File: src/rtl/lcdst_pkg.sv
// ----------------------------------------------------------------------------
// lcdst_pkg: shared types and constants of the LCD scanline timing controller
// Payload structs, register indexes, mode codes and timing defaults.
// ----------------------------------------------------------------------------
package lcdst_pkg;

   // Field widths fixed by the interface definition.
   localparam int unsigned CYCLE_W = 10;
   localparam int unsigned LINE_W  = 8;
   localparam int unsigned TICK_W  = 8;
   localparam int unsigned CSR_W   = 8;
   localparam int unsigned CSR_IDX_W = 3;

   // Timing defaults for the top-level parameters.
   localparam int unsigned DEF_CYCLES_PER_LINE = 456;
   localparam int unsigned DEF_VISIBLE_LINES   = 144;
   localparam int unsigned DEF_LAST_LINE       = 153;

   // Fixed mode boundaries within a line.
   localparam logic [CYCLE_W-1:0] OAM_END_CYCLE       = 10'd80;
   localparam logic [CYCLE_W-1:0] TRANSFER_LAST_CYCLE = 10'd252;

   // The window counts lines only while its position is left of this limit.
   localparam int unsigned SCREEN_COLUMNS  = 160;
   localparam int unsigned WINDOW_X_OFFSET = 7;
   localparam logic [LINE_W-1:0] WINDOW_X_LIMIT =
      LINE_W'(SCREEN_COLUMNS - 1 + WINDOW_X_OFFSET);

   // Register indexes on the configuration port.
   localparam logic [CSR_IDX_W-1:0] CSR_LCD_ENABLE         = 3'd0;
   localparam logic [CSR_IDX_W-1:0] CSR_STATUS_INT_ENABLES = 3'd1;
   localparam logic [CSR_IDX_W-1:0] CSR_COMPARE_LINE       = 3'd2;
   localparam logic [CSR_IDX_W-1:0] CSR_WINDOW_X           = 3'd3;
   localparam logic [CSR_IDX_W-1:0] CSR_WINDOW_Y           = 3'd4;

   // Bit positions within status_int_enables.
   localparam int unsigned SIE_HBLANK  = 0;
   localparam int unsigned SIE_VBLANK  = 1;
   localparam int unsigned SIE_OAM     = 2;
   localparam int unsigned SIE_COMPARE = 3;

   typedef enum logic [1:0] {
      MODE_HBLANK   = 2'd0,
      MODE_VBLANK   = 2'd1,
      MODE_OAM      = 2'd2,
      MODE_TRANSFER = 2'd3
   } mode_type;

   typedef struct packed {
      logic              lcd_enable;
      logic [3:0]        status_int_enables;
      logic [LINE_W-1:0] compare_line;
      logic [LINE_W-1:0] win_xpos;
      logic [LINE_W-1:0] win_ypos;
   } cfg_type;

   typedef struct packed {
      logic [TICK_W-1:0] tick_count;
   } req_type;

   typedef struct packed {
      logic [LINE_W-1:0] line;
      mode_type          mode;
      logic              coincidence;
      logic [LINE_W-1:0] window_line;
      logic              vblank_irq;
      logic              status_irq;
      logic              line_end;
   } rsp_type;

endpackage

File: src/rtl/lcdst_chan_if.sv
// ----------------------------------------------------------------------------
// lcdst_chan_if: valid/ready channel
// Carries one payload per handshake; the payload type is set per instance.
// ----------------------------------------------------------------------------
interface lcdst_chan_if #(
   parameter type payload_type = logic
);
   logic        valid;
   logic        ready;
   payload_type payload;

   modport source (output valid, output payload, input ready);
   modport sink   (input valid, input payload, output ready);
endinterface

File: src/rtl/lcdst_csr.sv
// ----------------------------------------------------------------------------
// lcdst_csr: configuration registers
// Write-only register file written through the index/data port.
// ----------------------------------------------------------------------------
module lcdst_csr (
   input  logic                             clock,
   input  logic                             reset,
   input  logic                             csr_wr_en,
   input  logic [lcdst_pkg::CSR_IDX_W-1:0]  csr_index,
   input  logic [lcdst_pkg::CSR_W-1:0]      csr_wdata,
   output lcdst_pkg::cfg_type               cfg
);
   import lcdst_pkg::*;

   cfg_type cfg_ff;
   cfg_type cfg_in;

   always_comb begin
      cfg_in = cfg_ff;
      if (csr_wr_en) begin
         unique case (csr_index)
            CSR_LCD_ENABLE:         cfg_in.lcd_enable         = csr_wdata[0];
            CSR_STATUS_INT_ENABLES: cfg_in.status_int_enables = csr_wdata[3:0];
            CSR_COMPARE_LINE:       cfg_in.compare_line       = csr_wdata;
            CSR_WINDOW_X:           cfg_in.win_xpos           = csr_wdata;
            CSR_WINDOW_Y:           cfg_in.win_ypos           = csr_wdata;
            default:                cfg_in                    = cfg_ff;
         endcase
      end
   end

   always_ff @(posedge clock) begin
      if (reset) begin
         cfg_ff <= '0;
      end else begin
         cfg_ff <= cfg_in;
      end
   end

   assign cfg = cfg_ff;

endmodule

File: src/rtl/lcdst_seq.sv
// ----------------------------------------------------------------------------
// lcdst_seq: line timing state and single-step update
// Holds the line, cycle, window and mode state and computes one step's result.
// ----------------------------------------------------------------------------
module lcdst_seq #(
   parameter int unsigned CYCLES_PER_LINE = lcdst_pkg::DEF_CYCLES_PER_LINE,
   parameter int unsigned VISIBLE_LINES   = lcdst_pkg::DEF_VISIBLE_LINES,
   parameter int unsigned LAST_LINE       = lcdst_pkg::DEF_LAST_LINE
) (
   input  logic                           clock,
   input  logic                           reset,
   input  logic                           step_en,
   input  logic [lcdst_pkg::TICK_W-1:0]   tick_count,
   input  lcdst_pkg::cfg_type             cfg,
   output lcdst_pkg::rsp_type             result
);
   import lcdst_pkg::*;

   localparam logic [CYCLE_W-1:0] CPL       = CYCLE_W'(CYCLES_PER_LINE);
   localparam logic [LINE_W-1:0]  VIS       = LINE_W'(VISIBLE_LINES);
   localparam logic [LINE_W-1:0]  LAST      = LINE_W'(LAST_LINE);
   localparam logic [LINE_W:0]    WIN_Y_LIM = (LINE_W+1)'(VISIBLE_LINES - 1);

   logic [CYCLE_W-1:0] cycle_ff, cycle_in;
   logic [LINE_W-1:0]  line_ff, line_in;
   logic [LINE_W-1:0]  wline_ff, wline_in;
   mode_type           mode_ff, mode_in;
   logic               coin_ff, coin_in;
   logic               vblank_irq, status_irq, line_end;

   always_comb begin
      logic               irq_en;
      logic [CYCLE_W-1:0] sum;

      irq_en     = 1'b0;
      sum        = cycle_ff + CYCLE_W'(tick_count);
      cycle_in   = cycle_ff;
      line_in    = line_ff;
      wline_in   = wline_ff;
      coin_in    = coin_ff;
      vblank_irq = 1'b0;
      line_end   = 1'b0;

      // Mode follows the position as it stood before this step's clocks.
      priority if (line_ff >= VIS || !cfg.lcd_enable) begin
         mode_in = MODE_VBLANK;
         irq_en  = cfg.status_int_enables[SIE_VBLANK];
      end else if (cycle_ff < OAM_END_CYCLE) begin
         mode_in = MODE_OAM;
         irq_en  = cfg.status_int_enables[SIE_OAM];
      end else if (cycle_ff <= TRANSFER_LAST_CYCLE) begin
         mode_in = MODE_TRANSFER;
      end else begin
         mode_in = MODE_HBLANK;
         irq_en  = cfg.status_int_enables[SIE_HBLANK];
      end
      status_irq = (mode_in != mode_ff) && irq_en;

      if (!cfg.lcd_enable) begin
         cycle_in = '0;
         line_in  = '0;
         wline_in = '0;
      end else if (sum >= CPL) begin
         // Line finished: leftover clocks are dropped.
         cycle_in   = '0;
         line_end   = 1'b1;
         vblank_irq = (line_ff == VIS);
         if (line_ff == LAST) begin
            line_in  = '0;
            wline_in = '0;
         end else begin
            line_in = line_ff + 1'b1;
            if (cfg.win_xpos < WINDOW_X_LIMIT && {1'b0, cfg.win_ypos} < WIN_Y_LIM) begin
               wline_in = wline_ff + 1'b1;
            end
         end
         coin_in = (cfg.compare_line == line_in);
         if (coin_in && cfg.status_int_enables[SIE_COMPARE]) begin
            status_irq = 1'b1;
         end
      end else begin
         cycle_in = sum;
      end
   end

   always_ff @(posedge clock) begin
      if (reset) begin
         cycle_ff <= '0;
         line_ff  <= '0;
         wline_ff <= '0;
         mode_ff  <= MODE_HBLANK;
         coin_ff  <= 1'b0;
      end else if (step_en) begin
         cycle_ff <= cycle_in;
         line_ff  <= line_in;
         wline_ff <= wline_in;
         mode_ff  <= mode_in;
         coin_ff  <= coin_in;
      end
   end

   always_comb begin
      result.line        = line_in;
      result.mode        = mode_in;
      result.coincidence = coin_in;
      result.window_line = wline_in;
      result.vblank_irq  = vblank_irq;
      result.status_irq  = status_irq;
      result.line_end    = line_end;
   end

endmodule

File: src/rtl/lcd_scanline_timing_controller_core.sv
// ----------------------------------------------------------------------------
// lcd_scanline_timing_controller_core: LCD status-mode and scanline sequencer
// Turns elapsed-clock requests into line, mode, window line and interrupts.
// ----------------------------------------------------------------------------
// Each request on req_if carries the number of clocks elapsed since the
// previous one and produces exactly one response on rsp_if with the line, the
// display mode, the coincidence flag, the window line and the vblank, status
// and line-end pulses of that step. The block takes one request per clock
// while rsp_if is ready: a request is captured in an input register, and
// once the result register is free or being emptied the sequencer updates
// its state in a single pass and loads the result register. Every request
// must see the line and cycle counters as its predecessor left them. The
// result register and the input register are separate stages, so a new
// request is taken while an earlier response still waits on rsp_if.ready.
// Configuration registers are written through csr_wr_en, csr_index and
// csr_wdata and should only change while no request is in flight.
// ----------------------------------------------------------------------------
module lcd_scanline_timing_controller_core #(
   parameter int unsigned CYCLES_PER_LINE = lcdst_pkg::DEF_CYCLES_PER_LINE,
   parameter int unsigned VISIBLE_LINES   = lcdst_pkg::DEF_VISIBLE_LINES,
   parameter int unsigned LAST_LINE       = lcdst_pkg::DEF_LAST_LINE
) (
   input  logic                            clock,
   input  logic                            reset,
   input  logic                            csr_wr_en,
   input  logic [lcdst_pkg::CSR_IDX_W-1:0] csr_index,
   input  logic [lcdst_pkg::CSR_W-1:0]     csr_wdata,
   lcdst_chan_if.sink                      req_if,
   lcdst_chan_if.source                    rsp_if
);
   import lcdst_pkg::*;

   cfg_type           cfg;
   rsp_type           step_result;

   // Input stage: one pending request.
   logic              in_valid_ff, in_valid_in;
   logic [TICK_W-1:0] tick_ff;

   // Result stage: one response waiting for the consumer.
   logic              out_valid_ff, out_valid_in;
   rsp_type           rsp_ff;

   logic              step_go;
   logic              req_take;

   // The step runs when a request is held and the result register is free
   // or being emptied in this same cycle.
   assign step_go  = in_valid_ff && (!out_valid_ff || rsp_if.ready);
   assign req_take = req_if.valid && req_if.ready;

   assign req_if.ready = !in_valid_ff || step_go;

   always_comb begin
      in_valid_in  = in_valid_ff;
      out_valid_in = out_valid_ff;
      if (step_go) begin
         in_valid_in = 1'b0;
      end
      if (req_take) begin
         in_valid_in = 1'b1;
      end
      if (out_valid_ff && rsp_if.ready) begin
         out_valid_in = 1'b0;
      end
      if (step_go) begin
         out_valid_in = 1'b1;
      end
   end

   always_ff @(posedge clock) begin
      if (reset) begin
         in_valid_ff  <= 1'b0;
         out_valid_ff <= 1'b0;
      end else begin
         in_valid_ff  <= in_valid_in;
         out_valid_ff <= out_valid_in;
      end
   end

   always_ff @(posedge clock) begin
      if (req_take) begin
         tick_ff <= req_if.payload.tick_count;
      end
      if (step_go) begin
         rsp_ff <= step_result;
      end
   end

   lcdst_csr u_csr (
      .clock     (clock),
      .reset     (reset),
      .csr_wr_en (csr_wr_en),
      .csr_index (csr_index),
      .csr_wdata (csr_wdata),
      .cfg       (cfg)
   );

   lcdst_seq #(
      .CYCLES_PER_LINE (CYCLES_PER_LINE),
      .VISIBLE_LINES   (VISIBLE_LINES),
      .LAST_LINE       (LAST_LINE)
   ) u_seq (
      .clock      (clock),
      .reset      (reset),
      .step_en    (step_go),
      .tick_count (tick_ff),
      .cfg        (cfg),
      .result     (step_result)
   );

   assign rsp_if.valid   = out_valid_ff;
   assign rsp_if.payload = rsp_ff;

endmodule

File: src/flat_wrapper.sv
// flat-port wrapper written by rule: the top's interface ports become plain ports
module lcd_scanline_timing_controller_core_flat import lcdst_pkg::*;
#(
   parameter int unsigned CYCLES_PER_LINE = lcdst_pkg::DEF_CYCLES_PER_LINE,
   parameter int unsigned VISIBLE_LINES   = lcdst_pkg::DEF_VISIBLE_LINES,
   parameter int unsigned LAST_LINE       = lcdst_pkg::DEF_LAST_LINE
)
  (clock, reset, csr_wr_en, csr_index, csr_wdata, req_if_valid, req_if_payload, req_if_ready, rsp_if_valid, rsp_if_payload, rsp_if_ready);
  lcdst_chan_if #(.payload_type(req_type)) req_if_i ();
  lcdst_chan_if #(.payload_type(rsp_type)) rsp_if_i ();
  input  logic clock;
  input  logic reset;
  input  logic csr_wr_en;
  input  logic [lcdst_pkg::CSR_IDX_W-1:0] csr_index;
  input  logic [lcdst_pkg::CSR_W-1:0] csr_wdata;
  input wire logic [$bits(req_if_i.valid)-1:0] req_if_valid;
  input wire logic [$bits(req_if_i.payload)-1:0] req_if_payload;
  output wire logic [$bits(req_if_i.ready)-1:0] req_if_ready;
  output wire logic [$bits(rsp_if_i.valid)-1:0] rsp_if_valid;
  output wire logic [$bits(rsp_if_i.payload)-1:0] rsp_if_payload;
  input wire logic [$bits(rsp_if_i.ready)-1:0] rsp_if_ready;
  assign req_if_i.valid = req_if_valid;
  assign req_if_i.payload = req_if_payload;
  assign req_if_ready = req_if_i.ready;
  assign rsp_if_valid = rsp_if_i.valid;
  assign rsp_if_payload = rsp_if_i.payload;
  assign rsp_if_i.ready = rsp_if_ready;
  lcd_scanline_timing_controller_core #(.CYCLES_PER_LINE(CYCLES_PER_LINE), .VISIBLE_LINES(VISIBLE_LINES), .LAST_LINE(LAST_LINE)) u_core (.clock(clock), .reset(reset), .csr_wr_en(csr_wr_en), .csr_index(csr_index), .csr_wdata(csr_wdata), .req_if(req_if_i), .rsp_if(rsp_if_i));
endmodule
File: config.mk
export PLATFORM = sky130hd
export DESIGN_NAME = lcd_scanline_timing_controller_core_flat
export DESIGN_NICKNAME = d
export VERILOG_FILES = /design/src/rtl/lcdst_pkg.sv /design/src/rtl/lcdst_chan_if.sv /design/src/rtl/lcdst_csr.sv /design/src/rtl/lcdst_seq.sv /design/src/rtl/lcd_scanline_timing_controller_core.sv /design/src/flat_wrapper.sv
export SDC_FILE = /design/constraint.sdc
export NUM_CORES = 1
export LEC_CHECK = 0
export BUFFER_PORTS_ARGS = -buffer_cell sky130_fd_sc_hd__buf_2
export CAP_MARGIN = 20
export CORE_ASPECT_RATIO = 1.5
export CORE_UTILIZATION = 25
export DETAILED_ROUTE_END_ITERATION = 8
export GPL_TIMING_DRIVEN = 1
export MAX_ROUTING_LAYER = met4
export PLACE_DENSITY_LB_ADDON = 0.2
export SLEW_MARGIN = 15
export SYNTH_ARGS = -nofsm -noshare
export SYNTH_HDL_FRONTEND = slang
export SYNTH_HIERARCHICAL = 1
export SYNTH_SLANG_ARGS = --single-unit
File: constraint.sdc
create_clock -name clock -period 3.23 [get_ports clock]
set_clock_uncertainty 0.15 [all_clocks]
set_input_delay 0.646 -clock clock [delete_from_list [all_inputs] [get_ports clock]]
set_output_delay 0.646 -clock clock [all_outputs]
set_load 0.005 [all_outputs]
==> reports/metrics.yaml <==
max_cap_viol_count: 0
ant_nets: 0
post_drt_wl_per_cell_um: 16.3
critPathRequiredTime_ns: 3.19
peakVddDrop_uv: 298
p_int_w: 0.00187
seqPwrFrac_pct: 49.2
cts_buffers: 9
p_comb_share_pct: 6.3
cp-end-kind: "flop"
p_switching_w: 0.000558
cts_buffer_depth: 2
antenna_found_initial: 0
grt_pass1_vias: 4040
gp_congestion: 0.844
areaGrowthSynthToFinish_pct: 18.2
nets: 590
grt_max_degree: 44
hold_viol: 0
setup_violations: 0
post-cts-setup-buffers: 0
io_pins: 48
start_util_pct: 25.5
cts-resized-gates: 0
gr-total-overflow: 0
design_area_um2: 5750
post-route-min-period_ns: 3.13
antenna_cells: 0
p_leak_nw: 2.14
netlist_instances: 509
crit_fanout: 18
syn_nets: 546
htreeDepth: 3
arrival_ns: 3.09
clock-root-buffer: "clkbuf_16"
status: "finished, final reports clean"
swShare_pct: 23.0
holdCritPathClass: "reg2reg"
max_slew_margin_pct: 33.7
ys_warn_count: 6
die_h_um: 173
totalWireLength_um: 13200
clk_latency_ns: 0.35
die_area_um2: 20000
fin_ws_ns: 0.0954
max_freq_mhz: 319
drc: 0
path_clk_slew_ns: 0.07
r2r_slack_ns: 0.1
vias_per_cell: 5.00
dp.final_hpwl_um: 9580
grt_pass1_wl_um: 21300
core_um2: 19100
drt_first_pass_iters: 4
drt_iter0_drc: 221
path_class: "reg2reg"
cp-start-kind: "flop"
die_w_um: 116
cts_tree: "done"
tightestPinTransition_ns: 0.986
p_per_area_nw_per_um2: 423
syn_avg_cell_area_um2: 9.56
row_count: 62
fin_crit_sh_pct: 97.0
netlist_area_um2: 4870
layout-drive-gt1-share_pct: 17.7
vias: 4072
hold_buffers: 0
numPortBuffers: 47
placed_area_um2: 5400
pre_cts_ws_ns: 0.0909
report.final.slew_viol_count: 0
total_power_w: 0.00243
grt_use_total_pct: 14.2
fill_cells: 2063
clock_sinks: 89
p_clk_share_pct: 44.5
-- area by class of cell --
cell class                 instances  area, µm²  share of cell area (%)
tap                              256        320                    5.57
clock buffer                      11        243                    4.22
clock inverter                     5       60.1                    1.04
timing repair buffer              67        415                    7.22
inverter                          17       63.8                    1.11
sequential                        89       2080                    36.2
multi-input combinational        369       2570                    44.6
-- metrics by stage --
stage	utilization (%)	hold WS, ns	TNS [ns]	instances
after floorplan	-	0.295	0	509
after global placement	28.3	0.307	0	797
after detailed placement	28.3	0.317	0	797
after CTS	29.9	0.312	0	813
after global routing	30.1	0.314	-0.0111	814
final	30.1	0.322	0	814
-- placed cells by master (no fill, tap or decap), types with 9 or more instances in the layout --
cell type / instances
inv_1: 16
nand4_1: 12
buf_4: 18
ha_1: 11
dfxtp_1: 59
nand3_1: 15
o211ai_1: 13
nor2_1: 35
clkbuf_16: 10
edfxtp_1: 30
o21ai_0: 20
mux2i_1: 33
a21oi_1: 34
xnor2_1: 9
nand2b_1: 38
buf_2: 47
nand2_1: 32
-- power groups by stage --
stage	logic (W)	registers (W)	clock network [W]
after global routing	0.000170	0.00120	0.00116
after detailed placement	0.000154	0.00122	0
after CTS	0.000155	0.00120	0.00112
after global placement	0.000152	0.00122	0
after floorplan	0.0000930	0.00122	0
final	0.000153	0.00120	0.00108
-- metal layers --
| metal | track usage, % | share of wire [%] |
|---|---|---|
| met5 | - | 0 |
| met4 | 6.09 | 2.5 |
| met3 | 2.07 | 3.8 |
| met2 | 24.0 | 52 |
| met1 | 16.5 | 42 |
-- registers in the layout, indices dropped and copies added (netlist names) --
register and cells:
u_core/in_valid_ff 1, u_core/rsp_if.payload 22, u_core/rsp_if.valid 1, u_core/tick_ff 8, u_core/u_csr/cfg 28, u_core/u_seq/coin_ff 1
u_core/u_seq/cycle_ff 10, u_core/u_seq/line_ff 8, u_core/u_seq/mode_ff 2, u_core/u_seq/wline_ff 8
-- critical path: stages, from the launching register on --
cell and delay [ns]:
edfxtp_1 0.37, ha_2 0.22, fa_2 0.38, a211oi_4 0.29, nor2_1 0.09, xor2_1 0.15
or3_1 0.43, a21oi_4 0.27, buf_12 0.19, nor2_1 0.07, o221a_2 0.26
-- worst paths after layout --
path	startpoint	end	depth (start not counted)
worst max register to register	u_core/tick_ff[0]	u_core/rsp_if.payload[17]	10
worst min register to register	u_core/u_csr/cfg[25]	u_core/u_csr/cfg[25]	2
worst max-delay path	u_core/tick_ff[0]	u_core/rsp_if.payload[17]	10
worst min-delay path	u_core/u_csr/cfg[25]	u_core/u_csr/cfg[25]	2
No activity file was read; power rests on OpenSTA's default activity.
